==> config.mk <==
export PLATFORM = sky130hd
export DESIGN_NAME = avr_div_cell
export DESIGN_NICKNAME = d
export VERILOG_FILES = /design/src/sv/avr_div_cell.sv
export SDC_FILE = /design/constraint.sdc
export NUM_CORES = 1
export LEC_CHECK = 0
export ABC_AREA = 1
export BUFFER_PORTS_ARGS = -buffer_cell sky130_fd_sc_hd__buf_2
export CAP_MARGIN = 10
export CORE_MARGIN = 3
export CORE_UTILIZATION = 46
export CTS_CLUSTER_SIZE = 40
export DETAILED_ROUTE_END_ITERATION = 7
export PLACE_DENSITY = 0.78
export SETUP_SLACK_MARGIN = 0.05
export SYNTH_ARGS = -nofsm -noshare
export SYNTH_HDL_FRONTEND = slang
export SYNTH_SLANG_ARGS = --single-unit
==> constraint.sdc <==
create_clock -name i_clk -period 2.17 [get_ports i_clk]
set_input_delay 0.434 -clock i_clk [delete_from_list [all_inputs] [get_ports i_clk]]
set_output_delay 0.434 -clock i_clk [all_outputs]
set_load 0.05 [all_outputs]
==> src/sv/avr_div_cell.sv <==
module avr_div_cell #(
    parameter int POS = 30
) (
    input  logic        i_clk,
    input  logic        i_en,
    input  logic [61:0] i_rem,
    input  logic [31:0] i_den,
    input  logic [30:0] i_quo,
    output logic [61:0] o_rem,
    output logic [31:0] o_den,
    output logic [30:0] o_quo
);

    logic [62:0] sub;
    logic [62:0] diff;
    logic [61:0] r_rem;
    logic [31:0] r_den;
    logic [30:0] r_quo;

    assign sub  = 63'(i_den) << POS;
    assign diff = {1'b0, i_rem} - sub;

    // Restoring step, one quotient bit per cell
    always_ff @(posedge i_clk) begin
        if (i_en) begin
            r_den <= i_den;
            if ({1'b0, i_rem} >= sub) begin
                r_rem <= diff[61:0];
                r_quo <= i_quo | (31'd1 << POS);
            end else begin
                r_rem <= i_rem;
                r_quo <= i_quo;
            end
        end
    end

    assign o_rem = r_rem;
    assign o_den = r_den;
    assign o_quo = r_quo;

endmodule

==> results.md <==
- Pre-CTS setup slack: -0.322 ns
- Worst path bufs/invs: 4
- P per Cell Area: 792 mW/mm^2
- Setup Viol. Count Final: 0
- Crit-path most repeated cell: nand2_2
- Vias: 6,912
- Drt first pass iters: 5
- Core ar.: 0.0148 sq mm
- Yosys cell types: 29
- Highest-delay cell along the critical path: fa_2
- Initial DRC count: 536
- Post-synth ARST share: 0%
- Status: finished clean
- Period utilisation layout: 95.2%
- Gr usage total: 25.6%
- Syn avg cell area: 8.48 sq um
- Mux cell area share after synthesis: 0%
- Leak: 5.41 nW
- Most frequent cells in the layout: nand2_1, buf_2, inv_1
- Worst hold path cell count: 1
- Hold_sp: i_quo[23]
- Fmax: 484 MHz
- Worst EP arrival: 2.23 ns
- Die width: 130 um
- YS warnings: 0
- Commonest non-fill, non-tap cell in the layout: nand2_1
- DR vias/cell: 4.86
- Top Family by Delay on Critical Path: simple AND/OR/NAND/NOR gates
- Antenna diode count: 0
- Cell Rows: 44
- Hold Crit Endpoint: o_quo[23]
- Register area share after synthesis: 53.3%
- RSZ-0062 raised after global routing: true
- Vias in the first global route: 6,547
- Die ar.: 0.0168 sq mm
- First-pass GRT wire length: 32,700 um
- Wirelength per Cell: 15.9 um
- Hold-fix buffers, CTS: 0
- Initial cell density of the core: 47.7%
- Post-Syn Instances: 830
- Drc violations: 0
- Fillcell total: 1,176
- Final ANT Viol Nets: 0
- Largest family of logic cells by synthesized area: simple AND/OR/NAND/NOR gates
- Max-slew violation count: 0
- Tmin final: 2.07 ns
- Adder-Cell Fraction of Synth Area: 5.97%
- Total congestion overflow: 0
- Final hold vios: 0
- Max capacitance violation total: 0
- Worst rel slew slack: 66.0%
- Hold WS: 0.183 ns
- Crit-path max cell delay: 0.36 ns
- Area Overhead vs Synth: 46.2%
- Worst-path clk slew: 0.06 ns
- Compound-Gate Fraction of Synth Area: 2.31%
- Initial antenna violation count: 0
- Netlist Area Pre-Place: 0.00704 sq mm
- I/O Buffers: 251
- Worst setup SP type: input pin
- Post-synth EDFFs: 125
- Main synth FF type: edfxtp_1
- Required @ worst endpoint: 2.33 ns
- WL final: 22,600 um
- CTS Buf Count: 17
- TritonCTS clock tree: built
- Xor and xnor area share after synthesis: 1.87%
- Tightest Pin Transition: 0.511 ns
- Final core area utilization: 69.7%
- CP endpoint kind: register
- Setup_tns: 0 ns
- Sink Count: 125
- WS Path Type: input pin to register
- Detailed Place HPWL: 17,500 um
- Synthesized flop and latch total: 125
- Nets: 1,385
- Hold WC Path Type: input pin to register
- Pin count of the biggest net entering global routing: 89
- Final setup margin: 0.105 ns
- Total Power: 8.14 mW
- Clock Tree Buf Depth: 2
- Simple-Gate Fraction of Synth Area: 26.6%
- Crit path cell chain: buf_2, inv_12, ha_4, inv_4, fa_2, nand3_2, nand3_2, nand2_2, nand2_2, nand2_2, nand2_2, nand2_4, nand3_4, buf_12, nand3_1, nand2_1
- Routability cong.: 0.975
- Die Span Y: 130 um
- Total nets after synthesis: 990
- Layout cells sized above 1: 37.2%
- Boundary pin count: 252
- Root buffer cell: clkbuf_16
- H-Tree Depth: 4
- Max rail drop VDD: 0.505 mV
- Crit Path Max Fanout: 5
stage by stage:
step / instance area (sq um) / cells
6_report: 10300 / 1422
5_1_grt: 10300 / 1422
4_1_cts: 10100 / 1412
3_5_place_dp: 9560 / 1380
3_3_place_gp: 9560 / 1380
2_1_floorplan: 7150 / 830
cell families (layout without fill, tap and decap cells):
family | Yosys count | after routing
and+or+nand+nor | 447 | 449
xor gates and xnor gates | 15 | 15
AOI/OAI and AO/OA | 31 | 31
buffers and inverters | 179 | 585
adders and majority gates | 33 | 33
DFF | 125 | 125
cell type report:
type / count / area, sq um / area share (%)
clock buffers: 17 / 425 / 4.14
clock inverters: 15 / 115 / 1.12
inverters: 171 / 657 / 6.39
multi-input cells: 528 / 2740 / 26.7
flip-flops and latches: 125 / 3750 / 36.5
well taps: 184 / 230 / 2.24
repair buffers: 382 / 2360 / 23.0
where the power goes:
part | switching, mW | internal, mW
logic | 1.70 | 0.821
registers | 0.0665 | 2.94
clock network | 1.14 | 1.47
total | 2.91 | 5.23
synthesized netlist by cell type (5+ instances only):
| cell | number | area share [%] |
|---|---|---|
| nor2_1 | 65 | 3.5 |
| inv_1 | 168 | 9.0 |
| nand2_1 | 277 | 15 |
| edfxtp_1 | 125 | 53 |
| ha_1 | 32 | 5.7 |
| and2_1 | 6 | 0.53 |
| nand3_1 | 66 | 4.7 |
| nor3_1 | 5 | 0.36 |
| o21ai_1 | 10 | 0.71 |
| nand4_1 | 10 | 0.89 |
| a21oi_1 | 16 | 1.1 |
| xor2_1 | 14 | 1.7 |
layer usage:
metal,vias to the layer above,global-route usage [%],part of all wire [%],routed length [um]
li1,3425,-,-,-
met5,-,0,0,0
met2,322,46.7,51,11600
met3,32,5.53,8.7,1960
met4,0,8.25,2.1,475
met1,3133,30.0,38,8550
sequential cells by signal, summed over array words and instances, names as in the netlist:
signal  count
o_quo      31
o_den      32
o_rem      62
worst max path at each step:
| stage | start | endpoint | slack, ns | depth (start not counted) |
|---|---|---|---|---|
| 2_1_floorplan | i_rem[30] | o_rem[57] | 0.006 | 15 |
| 3_3_place_gp | i_rem[30] | o_rem[39] | -0.25 | 16 |
| 3_5_place_dp | i_rem[30] | o_rem[52] | -0.32 | 16 |
| 4_1_cts | i_rem[30] | o_rem[52] | 0.09 | 16 |
| 5_1_grt | i_den[3] | o_rem[30] | -0.0008 | 12 |
| 6_report | i_rem[30] | o_rem[52] | 0.10 | 16 |
timing repair:
action / CTS / global route
buffers inserted: 0 / 4
endpoints found under the setup margin: 0 / 25
gates resized for setup: 0 / 13
(Power assumes the default switching activity.)
