===== src/sv/avr_pkg.sv =====
package avr_pkg;

    // Default CORDIC depth and the hard limit on it
    localparam int CORDIC_STAGES_DEF = 24;
    localparam int MAX_STAGES        = 32;

    // Angle constants in Q2.30
    localparam logic signed [35:0] PI_Q30      = 36'sd3373259426;
    localparam logic signed [35:0] TWO_PI_Q30  = 36'sd6746518852;
    localparam logic signed [35:0] HALF_PI_Q30 = 36'sd1686629713;
    localparam logic signed [35:0] ONE_Q30     = 36'sd1073741824;
    localparam logic signed [33:0] GAIN_Q30    = 34'sd652032874;

    // Sideband carried alongside the axis and angle datapaths
    typedef struct packed {
        logic [2:0][31:0] vec;
        logic [2:0]       sgn;
        logic             pass;
        logic             zflag;
        logic [2:0][31:0] mag;
    } t_side;

    // atan(2^-i) in Q2.30, rounded
    function automatic logic [31:0] atan_q30(input int idx);
        logic [31:0] v;
        case (idx)
            0:  v = 32'd843314857;
            1:  v = 32'd497837829;
            2:  v = 32'd263043837;
            3:  v = 32'd133525159;
            4:  v = 32'd67021687;
            5:  v = 32'd33543516;
            6:  v = 32'd16775851;
            7:  v = 32'd8388437;
            8:  v = 32'd4194283;
            9:  v = 32'd2097149;
            10: v = 32'd1048576;
            11: v = 32'd524288;
            12: v = 32'd262144;
            13: v = 32'd131072;
            14: v = 32'd65536;
            15: v = 32'd32768;
            16: v = 32'd16384;
            17: v = 32'd8192;
            18: v = 32'd4096;
            19: v = 32'd2048;
            20: v = 32'd1024;
            21: v = 32'd512;
            22: v = 32'd256;
            23: v = 32'd128;
            24: v = 32'd64;
            25: v = 32'd32;
            26: v = 32'd16;
            27: v = 32'd8;
            28: v = 32'd4;
            29: v = 32'd2;
            30: v = 32'd1;
            default: v = 32'd0;
        endcase
        return v;
    endfunction

    // Q2.30 product rounding: floor((p + 2^29) / 2^30)
    function automatic logic signed [35:0] mul_rnd(input logic signed [65:0] p);
        logic signed [65:0] t;
        t = p + 66'sd536870912;
        return t[65:30];
    endfunction

endpackage


===== src/sv/avr_cordic_cell.sv =====
module avr_cordic_cell #(
    parameter int STAGE = 0
) (
    input  logic               i_clk,
    input  logic               i_en,
    input  logic signed [33:0] i_x,
    input  logic signed [33:0] i_y,
    input  logic signed [33:0] i_z,
    output logic signed [33:0] o_x,
    output logic signed [33:0] o_y,
    output logic signed [33:0] o_z
);

    localparam logic signed [33:0] ATAN = $signed({2'b00, avr_pkg::atan_q30(STAGE)});

    logic signed [33:0] dx;
    logic signed [33:0] dy;
    logic signed [33:0] r_x;
    logic signed [33:0] r_y;
    logic signed [33:0] r_z;

    assign dx = i_y >>> STAGE;
    assign dy = i_x >>> STAGE;

    // Micro-rotation towards z = 0
    always_ff @(posedge i_clk) begin
        if (i_en) begin
            if (i_z >= 0) begin
                r_x <= i_x - dx;
                r_y <= i_y + dy;
                r_z <= i_z - ATAN;
            end else begin
                r_x <= i_x + dx;
                r_y <= i_y - dy;
                r_z <= i_z + ATAN;
            end
        end
    end

    assign o_x = r_x;
    assign o_y = r_y;
    assign o_z = r_z;

endmodule


===== config.mk =====
export PLATFORM = sky130hd
export DESIGN_NAME = avr_cordic_cell
export DESIGN_NICKNAME = d
export VERILOG_FILES = /design/src/sv/avr_pkg.sv /design/src/sv/avr_cordic_cell.sv
export SDC_FILE = /design/constraint.sdc
export NUM_CORES = 1
export LEC_CHECK = 0
export BUFFER_PORTS_ARGS = -buffer_cell sky130_fd_sc_hd__buf_4
export CAP_MARGIN = 0
export CORE_MARGIN = 3
export CORE_UTILIZATION = 55
export DETAILED_ROUTE_END_ITERATION = 10
export GPL_TIMING_DRIVEN = 0
export PLACE_DENSITY = 0.8
export RECOVER_POWER = 100
export SYNTH_ARGS = -nofsm -noshare
export SYNTH_HDL_FRONTEND = slang
export SYNTH_SLANG_ARGS = --single-unit
export TNS_END_PERCENT = 100

===== constraint.sdc =====
create_clock -name i_clk -period 14.61 [get_ports i_clk]
set_input_delay 1.461 -clock i_clk [delete_from_list [all_inputs] [get_ports i_clk]]
set_output_delay 1.461 -clock i_clk [all_outputs]
set_load 0.02 [all_outputs]

==> metrics <==
Worst-Margin Slew=5670 ps; synth-to-layout area growth=15.9%; DPL Wire Length=27,700 um; Tcrit/Tclk final=51.9%; Switch Pwr=0.000456 W; final hold vios=0; area of the mapped netlist=10,500 um2; CP startpoint kind=input port; Setup crit end kind=flip-flop; Max Slew Vio Count=154; CTS Buffer Depth=2; Core ar.=18,400 um2; Post-synth EDFFs=101; Clock Power Share=23.6%; CP Data Required Time=14,700 ps; Site Rows=49; first-pass GRT wire length=53,400 um; hold_buf cts=0; Netlist cell types=72; pin count of the biggest net entering global routing=102; die area=20,800 um2; chip height=144 um; asr flop ratio synth=0%; post-layout minimum cycle time=7580 ps; Worst Path Arrival=7670 ps; Clock transition at path regs=80 ps; max_cap viols=3; FMAX=132 MHz; hold path start=i_z[0]; syn avg cell area=8.64 um2; gpl congestion=1.06; dpl cells=1,651; # DRC=0; root buf cell=clkbuf_16; register area share after synthesis=28.9%; RSZ-0062 raised after global routing=false; WL/cell=21.3 um; Inserted Clock Buffers=9; post-synth net total=1,457; GRT Resource Usage Total=32.9%; Gate power share=41.9%; ANT nets after route=0; Yosys warnings=0; GRT overflow=0; # diodes=0; CP startpoint=i_z[33]; Final Non-Filler Cells=1,667; H-tree Lvls=3; Vias/cell=6.25; die width=144 um; Synth top cells by count=132 x a21oi_1, 132 x ha_1, 113 x inv_1; I/O Buffers=205; internal power=0.000706 W; worst vdd rail ir drop=56.0 uV; Leakage=5.32 nW; initial DRC count=1,081; Worst Hold Class=input port to flip-flop; layout cell share with drive strength beyond 1=9.46%; filler instances=1,697; vias in the first global route=9,923; Top FF cell, synth=edfxtp_1; critical path class=input port to flip-flop; CP Max Fanout=25; Slew Limit Headroom=-278%; outcome=finished with violations; CTS resizes=0; post-CTS setup buffer count=0; Ports=206; Final nets=1,673; Initial Utilization=57.1%; cells after synthesis=1,217; drt pass-1 iters=6; top post-synthesis cells by area=edfxtp_1 29%, ha_1 16%, a21oi_1 6.3%, xnor2_1 6.2%, inv_1 4.0%; area fraction of the dominant cell type after synthesis=28.9%; post-synthesis register bit count=101; Setup Viol. Count Final=0; clock sink count=101; setup_tns=0 ps; final WL=35,500 um; Cell Pwr Density=95.4 nW/um2; via count=10.4k; part of the power in registers=34.5%; initial antenna violation count=0; failing checks=capacitance limit, slew limit; Yosys top cell by area=edfxtp_1; Sw Ratio=39.3%; TritonCTS clock tree=built
per-stage QoR:
step	power [W]	util, %	cell area, um2	setup WS [ps]	hold WS [ps]
after floorplan	0.000727	-	10500	8810	1570
after global placement	0.000919	67.1	12300	7180	1790
after detailed placement	0.000926	67.1	12300	7630	1800
after CTS	0.00120	68.8	12700	7980	1430
after global routing	0.00122	66.2	12200	6800	1500
final	0.00116	66.2	12200	7030	1450
logic make-up after synthesis:
kind of cell	after synthesis	synth area share, %
mux	12	1.14
fa+ha+maj	136	16.5
xor+xnor	92	7.67
compound gates	415	25.9
buf+inv	159	5.93
simple gates	302	14.0
flops	101	28.9
power by group through the flow:
stage          registers (W)  logic (W)  clock network (W)
5_1_grt             0.000405   0.000525           0.000286
3_3_place_gp        0.000405   0.000514                  0
6_report            0.000401   0.000487           0.000274
3_5_place_dp        0.000407   0.000519                  0
4_1_cts             0.000401   0.000523           0.000277
2_1_floorplan       0.000467   0.000259                  0
routing by layer:
layer / part of all wire [%] / wire length (um) / GRT usage [%]
met4: 2.0 / 711 / 8.64
met1: 41 / 14600 / 43.6
met2: 47 / 16700 / 55.9
met5: 0 / 0 / 0
met3: 9.7 / 3450 / 5.62
sequential cells by signal (all words and copies together), names as in the netlist:
register	cells
o_z	34
o_x	34
o_y	33
path summary, 6_finish.rpt:
| kind | end | cells past startpoint |
|---|---|---|
| max | o_z[32] | 22 |
| min | o_z[0] | 2 |
layout make-up:
cell class | count | area, um2 | share of cell area, %
multi-input cells | 957 | 6790 | 55.7
flip-flops and latches | 101 | 3030 | 24.9
well taps | 229 | 287 | 2.35
clock inverters | 6 | 93.8 | 0.770
repair buffers | 205 | 1140 | 9.33
inverters | 116 | 435 | 3.57
clock buffers | 10 | 229 | 1.88
plain buffers | 43 | 184 | 1.51
critical path, cell delays in order:
cell	delay, ps
clkbuf_1	180
inv_1	110
ha_1	180
nor4b_1	140
nand4_1	80
nor4_1	60
and4_1	220
nand2b_1	170
clkbuf_1	150
clkinv_1	190
clkbuf_1	600
clkbuf_1	1380
ha_1	500
o211ai_1	190
a21oi_1	70
o21a_1	250
a221oi_1	460
o21ai_0	280
a21oi_1	320
o31ai_1	180
o41ai_1	370
xor2_1	130
layout by cell type, fill, tap and decap left out, types with 26 or more instances in the layout:
cell type,Yosys,routed
clkbuf_1,19,134
a21oi_1,132,132
ha_1,132,132
inv_1,113,113
edfxtp_1,101,101
buf_4,1,98
nor2_1,96,96
o21ai_0,78,79
xnor2_1,74,74
nand2_1,60,60
a21o_1,49,49
o21bai_1,26,26
Note: power is estimated with default switching activity, not from simulation.
