$ cat src/sv/avr_sqrt_cell.sv
module avr_sqrt_cell #(
    parameter int STEP = 0
) (
    input  logic        i_clk,
    input  logic        i_en,
    input  logic [63:0] i_op,
    input  logic [63:0] i_res,
    output logic [63:0] o_op,
    output logic [63:0] o_res
);

    localparam logic [63:0] BIT = 64'd1 << (62 - 2 * STEP);

    logic [63:0] trial;
    logic [63:0] r_op;
    logic [63:0] r_res;

    assign trial = i_res + BIT;

    // One result bit per cell
    always_ff @(posedge i_clk) begin
        if (i_en) begin
            if (i_op >= trial) begin
                r_op  <= i_op - trial;
                r_res <= (i_res >> 1) + BIT;
            end else begin
                r_op  <= i_op;
                r_res <= i_res >> 1;
            end
        end
    end

    assign o_op  = r_op;
    assign o_res = r_res;

endmodule

$ cat config.mk
export PLATFORM = sky130hd
export DESIGN_NAME = avr_sqrt_cell
export DESIGN_NICKNAME = d
export VERILOG_FILES = /design/src/sv/avr_sqrt_cell.sv
export SDC_FILE = /design/constraint.sdc
export NUM_CORES = 1
export LEC_CHECK = 0
export BUFFER_PORTS_ARGS = -buffer_cell sky130_fd_sc_hd__clkbuf_2
export CAP_MARGIN = 15
export CORE_ASPECT_RATIO = 0.8
export CORE_UTILIZATION = 57
export DETAILED_ROUTE_END_ITERATION = 16
export PLACE_DENSITY = 0.83
export RECOVER_POWER = 50
export SYNTH_ARGS = -nofsm -noshare
export SYNTH_HDL_FRONTEND = slang
export SYNTH_SLANG_ARGS = --single-unit
$ cat constraint.sdc
create_clock -name i_clk -period 4.9 [get_ports i_clk]
set_input_delay 0.735 -clock i_clk [delete_from_list [all_inputs] [get_ports i_clk]]
set_output_delay 0.735 -clock i_clk [all_outputs]
set_load 0.02 [all_outputs]
==> results by group, run 1 <==
Detailed routing
  – Final WL: around 23 mm
  – DRC viols: 0
  – WL/cell: 17.1 um
  – Vias: 7724
  – Post-DRT Antenna Nets: 0
  – Via/cell ratio: slightly below 6
  – TritonRoute pass-1 iters: 5
  – DRT iter0 DRCs: between 700 and 800

GRT
  – GRT Util Overall: 0.298
  – Maximum number of pins on one net before global-route repair: between 90 and 100
  – GRT busiest layer: met2
  – Aggregate global routing overflow: 0
  – Initial antenna violation count: 0
  – GR Util met2: 0.473
  – Number of global-route vias before repair: 7491
  – GRT met1 Usage: 0.399
  – First-pass GRT wire length: about 37 mm
  – Met3 Usage GRT: 0.0671

Floorplanning
  – Die ar.: about 16000 um^2
  – Initial Utilization: 0.594
  – Core area: 14500 um^2
  – Die Ht: approximately 110 um
  – Row count: 39
  – Die width: 139 um
  – Ports: between 200 and 300

STA
  – Setup TNS: 0 ns
  – Fmax: 0.256 GHz
  – RSZ-0062 raised after global routing: false
  – Relative slew slack: -0.619
  – Period utilization: 0.798
  – Final Hold Vio Count: 0
  – Least-Margin Pin Slew: roughly 2.4 ns
  – Final Max Slew Viols: 97
  – Setup-failing EPs final: 0
  – Hold WS: ~0.5 ns
  – Post-layout min period: between 3 and 4 ns

Clocking
  – Htree depth: 4
  – Hold_buf cts: 0
  – Clock root cell: clkbuf_16
  – Clock Sinks: around 130
  – Largest buffer count on any clock path: 2
  – Clk slew on worst S/H paths: about 0.06 ns
  – CTS tree: built
  – Post-cts sizing count: 0
  – Postcts setup bufs: 0
  – TritonCTS Buffers: 17

Critical path
  – Crit-path max FO: 50
  – Crit path capture type: register
  – Data arrival, critical path: a little over 4 ns
  – Setup Crit Path Kind: input pin to register
  – CP required: approximately 5 ns
  – Crit path launch type: input pin

Power
  – Leak Pwr: around 4.8 nW
  – Power, Total: roughly 3.8 mW
  – Cell area power density: about 360 nW/um^2
  – Worst vdd ir: approximately 0.28 mV

Layout
  – Layout Cells excl Fill: approximately 1300
  – Most frequent cells in the layout: clkbuf_2 (173), edfxtp_1 (128), a21oi_1 (111)
  – # fillers: between 1000 and 1500
  – Area growth, synth to finish: 22.4%
  – Commonest non-fill, non-tap cell in the layout: clkbuf_2
  – Final #Nets: 1326
  – Proportion of layout cells with a drive suffix above 1: 0.199
  – Post-layout util: 0.727
  – Diode count: 0

Yosys
  – Synth top area cells: edfxtp_1 (45%), ha_1 (9.3%), a21oi_1 (6.5%)
  – Yosys warns: 0
  – Yosys cell types: a little under 60
  – Yosys top cell area share: 0.446
  – Asr flop ratio synth: 0
  – Avg Cell Area, Syn: 9.73 um^2
  – Yosys reg bits: about 130
  – Cells after Synth: 885
  – Post-Syn Nets: 1080
  – Post-synth EDFFs: roughly 130
  – Commonest register cell after synthesis: edfxtp_1
  – Sequential share of the synthesized area: 0.446
  – Synth Cell Area: between 8000 and 9000 um^2
  – Area leader, netlist: edfxtp_1

Min path
  – Hold worst-path end: o_res[19]$_DFFE_PP_
  – WHS Path Cells: 1
  – Hold Path Class: input pin to register
  – Worst hold start: i_res[20]

Job
  – Max-Cap Viols: 1

Placement
  – Port Buffers: around 260
  – Final Wtd Congestion: between 0.9 and 1
  – Cell count after placement: ~1300
  – Dpl hpwl: roughly 17 mm

Outcome
  – Failing checks: capacitance limit, slew limit
  – Status: finished, violations left
-- layout make-up --
cell class                      instances  area, um^2  area share
Clock inverter                         13         186      0.0177
Tap cell                              184         230      0.0218
Sequential cell                       128        3840       0.365
Timing Repair Buffer                  264        1230       0.117
Multi-Input combinational cell        642        4320       0.410
Clock buffer                           19         433      0.0411
Inverter                               78         293      0.0278
-- kinds of logic after synthesis --
kind of cell | Yosys count | synth area share
buffers and inverters | 115 | 0.0519
AO/OA/AOI/OAI | 272 | 0.198
AND/OR/NAND/NOR | 234 | 0.132
XOR/XNOR | 56 | 0.0570
flip-flops | 128 | 0.446
multiplexers | 15 | 0.0195
adder cells (fa/ha/maj) | 65 | 0.0953
-- registers in the layout, indices dropped and copies added, names as in the netlist --
register,cells
o_op,64
o_res,64
-- cells in the mapped netlist (4+ instances only) --
cell type	number
and3_1	13
or2_2	4
nor3_1	11
buf_2	11
mux2_2	10
xor2_1	20
a31oi_1	7
edfxtp_1	128
nand4_1	18
and2_1	10
a41oi_1	5
ha_1	64
a21oi_1	111
nor2b_1	10
o21bai_1	11
o211ai_1	7
nor2_1	82
o21ai_0	40
o21a_1	7
nand3_1	14
a21boi_0	5
xnor2_1	36
nand2_1	52
a21o_1	49
or3_1	4
inv_1	78
o31a_1	5
clkbuf_1	25
a211oi_1	4
mux2_1	4
-- through the flow --
| step | cell area, um^2 | setup WS [ns] |
|---|---|---|
| finish | 10500 | 0.988 |
| global route | 10500 | 0.699 |
| CTS | 10700 | 1.03 |
| detailed placement | 10000 | 0.598 |
| global placement | 10000 | 0.757 |
| floorplan | 8610 | 1.31 |
-- routing by layer --
layer,part of all wire,up-vias
met4,0.023,0
met2,0.45,402
met5,0,-
li1,-,3729
met1,0.44,3545
met3,0.087,48
-- power by group --
part / internal (mW) / total [mW] / switching, mW
Clock: 0.852 / 1.35 / 0.493
Sequential: 1.37 / 1.41 / 0.0371
Combinational: 0.395 / 1.08 / 0.684
Total: 2.62 / 3.83 / 1.21
-- worst max-delay path by stage --
| stage | endpoint | slack, ns | cells past startpoint | startpoint |
|---|---|---|---|---|
| 2_1_floorplan | o_op[60]$_DFFE_PP_ | 1.31 | 12 | i_res[16] |
| 3_3_place_gp | o_op[18]$_DFFE_PP_ | 0.76 | 12 | i_res[16] |
| 3_5_place_dp | o_op[18]$_DFFE_PP_ | 0.60 | 13 | i_op[0] |
| 4_1_cts | o_op[18]$_DFFE_PP_ | 1.03 | 12 | i_res[16] |
| 5_1_grt | o_op[24]$_DFFE_PP_ | 0.70 | 12 | i_res[16] |
| 6_report | o_op[24]$_DFFE_PP_ | 0.99 | 12 | i_res[16] |
-- critical path: stages --
cell and delay, ns:
clkbuf_1 0.09, inv_1 0.05, ha_1 0.41, and2_1 0.20, nand3_1 0.15, or3_1 0.40
a41o_1 0.29, nor3_2 0.19, o21ai_1 0.14, o41ai_4 0.49, buf_4 0.52, mux2_2 0.40
Power figures use the tool's default switching activity.
==> inputs of run 2 (changes only) <==
CORE_UTILIZATION = 48   (was 57)
PLACE_DENSITY = 0.74   (was 0.83)
clock period = 3.2 ns   (was 4.9 ns; I/O delays follow)
==> run 2 against run 1 <==
  * The flow still finishes with violations (capacitance limit, slew limit)
  * Global-route usage down 1.6 points
  * Clock power up 45%
  * Critical endpoint is now o_op[16]$_DFFE_PP_
  * Highest routed layer is now met5
  * Final cell count is 18% higher
==> results by group, run 2 (synthesized netlist as in run 1, its figures left out) <==
Outcome
  – Status: finished, violations left
  – Failing checks: capacitance limit, slew limit

Floorplanning
  – Core area: roughly 17000 um^2
  – Die ar.: between 15000 and 20000 um^2
  – Die width: roughly 150 um
  – Initial Utilization: 0.494
  – Row count: between 40 and 50
  – Ports: about 260
  – Die Ht: 122 um

GRT
  – GRT Util Overall: 0.281
  – GRT busiest layer: met2
  – First-pass GRT wire length: a little over 40 mm
  – GR Util met2: 0.447
  – Initial antenna violation count: 1
  – Aggregate global routing overflow: 0
  – Maximum number of pins on one net before global-route repair: 57
  – GRT met1 Usage: 0.391
  – Number of global-route vias before repair: 8202
  – Met3 Usage GRT: 0.0569

Detailed routing
  – Final WL: between 20 and 30 mm
  – Vias: 8508
  – Via/cell ratio: about 5.5
  – WL/cell: around 17 um
  – Post-DRT Antenna Nets: 0
  – DRC viols: 0
  – TritonRoute pass-1 iters: 5
  – DRT iter0 DRCs: about 700

Placement
  – Placement Setup Slack: -0.624 ns
  – Final Wtd Congestion: 0.917
  – Port Buffers: 257
  – Cell count after placement: 1520
  – Placed cell areas: 11500 um^2
  – Dpl hpwl: between 20 and 25 mm

Clocking
  – Largest buffer count on any clock path: 2
  – Htree depth: 4
  – CTS tree: built
  – Clock root cell: clkbuf_16
  – Clk slew on worst S/H paths: about 0.060 ns
  – TritonCTS Buffers: 17
  – Clock Sinks: between 100 and 150

STA
  – Final Max Slew Viols: 50
  – Least-Margin Pin Slew: 2.44 ns
  – Hold WS: between 0.2 and 0.25 ns
  – Fmax: around 0.33 GHz
  – Post-layout min period: about 3 ns
  – Relative slew slack: -0.628
  – Final WS setup: 0.145 ns
  – Period utilization: 0.955
  – Final Hold Vio Count: 0
  – Setup-failing EPs final: 0

Power
  – Sw Pwr: ~2.0 mW
  – Sw Share: 0.318
  – Cell area power density: 503 nW/um^2
  – Leak Pwr: approximately 5.9 nW
  – Logic pwr share: 0.335
  – Power Internal: approximately 4.2 mW
  – Seq pwr share: 0.348
  – Clk network pwr share: 0.316
  – Worst vdd ir: roughly 0.36 mV

Layout
  – Cell area after layout: between 10000 and 15000 um^2
  – Commonest non-fill, non-tap cell in the layout: clkbuf_2
  – Layout Cells excl Fill: 1561
  – Post-layout util: 0.708
  – Final #Nets: 1518
  – Proportion of layout cells with a drive suffix above 1: 0.361
  – Area growth, synth to finish: 43.3%
  – Most frequent cells in the layout: clkbuf_2 (210), buf_4 (188), edfxtp_1 (128)
  – Diode count: 0

Critical path
  – Crit-path cells: clkbuf_2 > inv_1 > ha_2 > fa_2 > nand2b_4 > a21oi_4 > o41ai_4 > nor4bb_2 > buf_4 > nor3_4 > o21ai_2 > o41ai_4 > buf_4 > buf_12 > mux2_1
  – Crit path launch type: input pin
  – Crit-path max FO: 18
  – Slowest CP cell: fa_2
  – Crit path capture type: register
  – Data arrival, critical path: roughly 3.2 ns
  – Crit path largest cell delay: 0.39 ns
  – Setup Crit Path Kind: input pin to register
  – CP required: about 3.4 ns

Min path
  – Hold Path Class: input pin to register

Job
  – Max-Cap Viols: 1
## run 2: path summary, 6_finish.rpt
path | from | end | depth (start not counted) | slack, ns
max | i_op[0] | o_op[16]$_DFFE_PP_ | 15 | 0.14
min | i_res[56] | o_res[55]$_DFFE_PP_ | 1 | 0.24
## run 2: timing repair
item	CTS	global route
setup buffers	6	3
pin swaps	2	11
gates resized for setup	13	30
hold buffers	0	0
setup endpoints to repair	47	56
## run 2: stage by stage
stage          total power [mW]  TNS, ns
5_1_grt                    6.47  -0.0165
2_1_floorplan              3.30        0
3_5_place_dp               4.16   -30.74
4_1_cts                    6.16        0
3_3_place_gp               4.11   -19.60
6_report                   6.20        0
## run 2: final cells by class
cell class                 instances  area [um^2]
clock buffer                      21          440
fill                            1340         5100
multi-input combinational        642         4530
timing repair buffer             456         2800
sequential                       128         3840
tap                              225          282
clock inverter                    11          140
inverter                          78          293
## run 2: power groups by stage
stage	clock, mW	combinational (mW)	sequential, mW
after floorplan	0	0.866	2.44
after global placement	0	1.92	2.19
after detailed placement	0	1.97	2.19
after CTS	1.98	2.02	2.16
after global routing	2.04	2.25	2.18
final	1.96	2.08	2.16
## run 2: critical path: cells and delay by family
| family | cells | cell delay (ns) |
|---|---|---|
| compound gates | 4 | 0.68 |
| fa+ha+maj | 2 | 0.59 |
| buf+inv | 5 | 0.62 |
| mux | 1 | 0.35 |
| simple gates | 3 | 0.49 |
## run 2: layer usage
| layer | wire [um] | part of all wire | up-vias |
|---|---|---|---|
| li1 | - | - | 4111 |
| met1 | 11900 | 0.46 | 4069 |
| met2 | 11900 | 0.46 | 296 |
| met3 | 1690 | 0.065 | 30 |
| met4 | 346 | 0.013 | 2 |
| met5 | 17 | 0.00066 | - |
==> inputs of run 3 (changes only) <==
CORE_UTILIZATION = 30   (was 48)
PLACE_DENSITY = 0.49   (was 0.74)
==> run 3 against run 2 <==
  * The run still ends with capacitance limit, slew limit left
  * Clock power decreased by 2%
  * Design area increased by 0.93%
  * Fmax is 0.20% lower
  * Hold slack got worse by 0.011 ns
  * Sequential cell count did not move
  * Sequential power about the same
  * Final cell count increased by 9.5%
  * Total power decreased by 1.5%
  * Non-clock buffer count is 3 higher
  * Critical path type unchanged
  * Critical endpoint is now o_op[60]$_DFFE_PP_
  * Largest cell class unchanged
  * Highest routed layer is now met4
==> results by group, run 3 (synthesized netlist as in run 1, its figures left out) <==
GRT
  – Number of global-route vias before repair: between 7000 and 8000
  – Aggregate global routing overflow: 0
  – GRT Util Overall: 0.184
  – First-pass GRT wire length: roughly 42 mm
  – Initial antenna violation count: 0
  – Maximum number of pins on one net before global-route repair: 72

STA
  – Post-layout min period: just over 3 ns
  – Setup-failing EPs final: 0
  – Final Max Slew Viols: 72
  – Period utilization: 0.957
  – Fmax: 0.327 GHz
  – RSZ-0062 raised after global routing: false
  – Final Hold Vio Count: 0
  – Relative slew slack: -0.303
  – Setup TNS: 0 ns
  – Least-Margin Pin Slew: a little under 2 ns

Critical path
  – CP required: ~3.4 ns
  – Buf/Inv on CP: 3
  – Slowest CP cell: or4_4
  – Top delay family on crit path: simple AND/OR/NAND/NOR gates
  – Crit path largest cell delay: 0.56 ns
  – Data arrival, critical path: roughly 3.3 ns
  – Setup Crit Path Kind: input pin to register
  – Crit path capture type: register
  – Crit path launch type: input pin
  – Crit-path cells: clkbuf_1 > inv_1 > ha_4 > and3_1 > nand3_1 > or4_4 > o211ai_1 > o21ai_1 > o41ai_4 > clkbuf_16 > or4b_1 > a21oi_1 > nor3_1
  – Crit-path max FO: 7

Min path
  – Hold Path Class: input pin to register

Outcome
  – Status: finished, violations left
  – Failing checks: capacitance limit, slew limit

Clocking
  – Largest buffer count on any clock path: 2
  – Clock Sinks: ~130
  – TritonCTS Buffers: 17
  – CTS tree: built
  – Clk slew on worst S/H paths: 0.07 ns
  – Clock root cell: clkbuf_16
  – Htree depth: 4

Power
  – Power, Total: 6.11 mW
  – Worst vdd ir: 0.365 mV
  – Cell area power density: 491 nW/um^2
  – Leak Pwr: just under 6 nW

Detailed routing
  – WL/cell: between 15 and 20 um
  – DRC viols: 0
  – Final WL: 26.9 mm
  – Post-DRT Antenna Nets: 0
  – TritonRoute pass-1 iters: 5
  – Vias: approximately 8100
  – Via/cell ratio: between 4 and 5
  – DRT iter0 DRCs: around 480

Placement
  – Cell count after placement: 1674
  – Port Buffers: 257
  – Dpl hpwl: approximately 21 mm
  – Final Wtd Congestion: between 0.8 and 0.9

Layout
  – Commonest non-fill, non-tap cell in the layout: clkbuf_2
  – Final #Nets: roughly 1500
  – Proportion of layout cells with a drive suffix above 1: 0.361
  – Post-layout util: 0.441
  – Most frequent cells in the layout: clkbuf_2 (212), buf_4 (195), edfxtp_1 (128)
  – Layout Cells excl Fill: between 1500 and 2000
  – Diode count: 0
  – Area growth, synth to finish: 44.6%

Floorplanning
  – Core area: about 28000 um^2
  – Die ar.: 29400 um^2
  – Die width: ~190 um
  – Initial Utilization: 0.305
  – Row count: between 50 and 60
  – Die Ht: roughly 150 um
  – Ports: between 200 and 300

Job
  – Max-Cap Viols: 1
[run 3: cell types whose count changed in the layout (fill, tap and decap cells not counted), moves of 2 or more]
| cell | previous run | this run |
|---|---|---|
| clkinv_2 | 3 | 6 |
| buf_4 | 188 | 195 |
| clkbuf_2 | 210 | 212 |
| buf_6 | 5 | 0 |
| o21ai_2 | 2 | 0 |
| buf_12 | 4 | 2 |
[run 3: layout make-up]
| class | instances | area (um^2) |
|---|---|---|
| clock buffer | 19 | 433 |
| timing repair buffer | 459 | 2770 |
| multi-input combinational | 642 | 4520 |
| inverter | 78 | 293 |
| sequential | 128 | 3840 |
| clock inverter | 13 | 121 |
| tap | 370 | 463 |
| fill | 2860 | 15800 |
[run 3: path summary, 6_finish.rpt]
path  startpoint  cells after the start             endpoint  slack [ns]
min    i_res[45]                      1  o_res[44]$_DFFE_PP_        0.23
max     i_res[5]                     13   o_op[60]$_DFFE_PP_        0.14
[run 3: repair_timing]
action | CTS | global route
setup buffers | 1 | 3
gates resized for setup | 8 | 24
hold buffers | 0 | 0
pin swaps | 2 | 14
cloned | 0 | 0
setup endpoints to repair | 66 | 66
[run 3: routing by layer]
layer,share of wire,vias to the layer above,wire length [um],global-route usage
met5,0,-,0,0
met4,0.012,0,318,0.0537
met3,0.051,16,1380,0.0379
met2,0.43,205,11500,0.271
met1,0.51,3730,13700,0.270
li1,-,4114,-,-
[run 3: through the flow]
| stage | hold WS (ns) | setup slack, ns | cell area [um^2] |
|---|---|---|---|
| final | 0.233 | 0.138 | 12500 |
| after CTS | 0.203 | -0.0351 | 12400 |
| after global placement | 0.675 | -0.683 | 11800 |
| after detailed placement | 0.675 | -0.825 | 11800 |
| after global routing | 0.206 | 0.00405 | 12500 |
| after floorplan | 0.579 | 0.00355 | 8640 |
[run 3: report_power, final]
part / internal (mW) / switching (mW)
clock: 1.13 / 0.784
sequential: 2.10 / 0.0563
combinational: 0.899 / 1.14
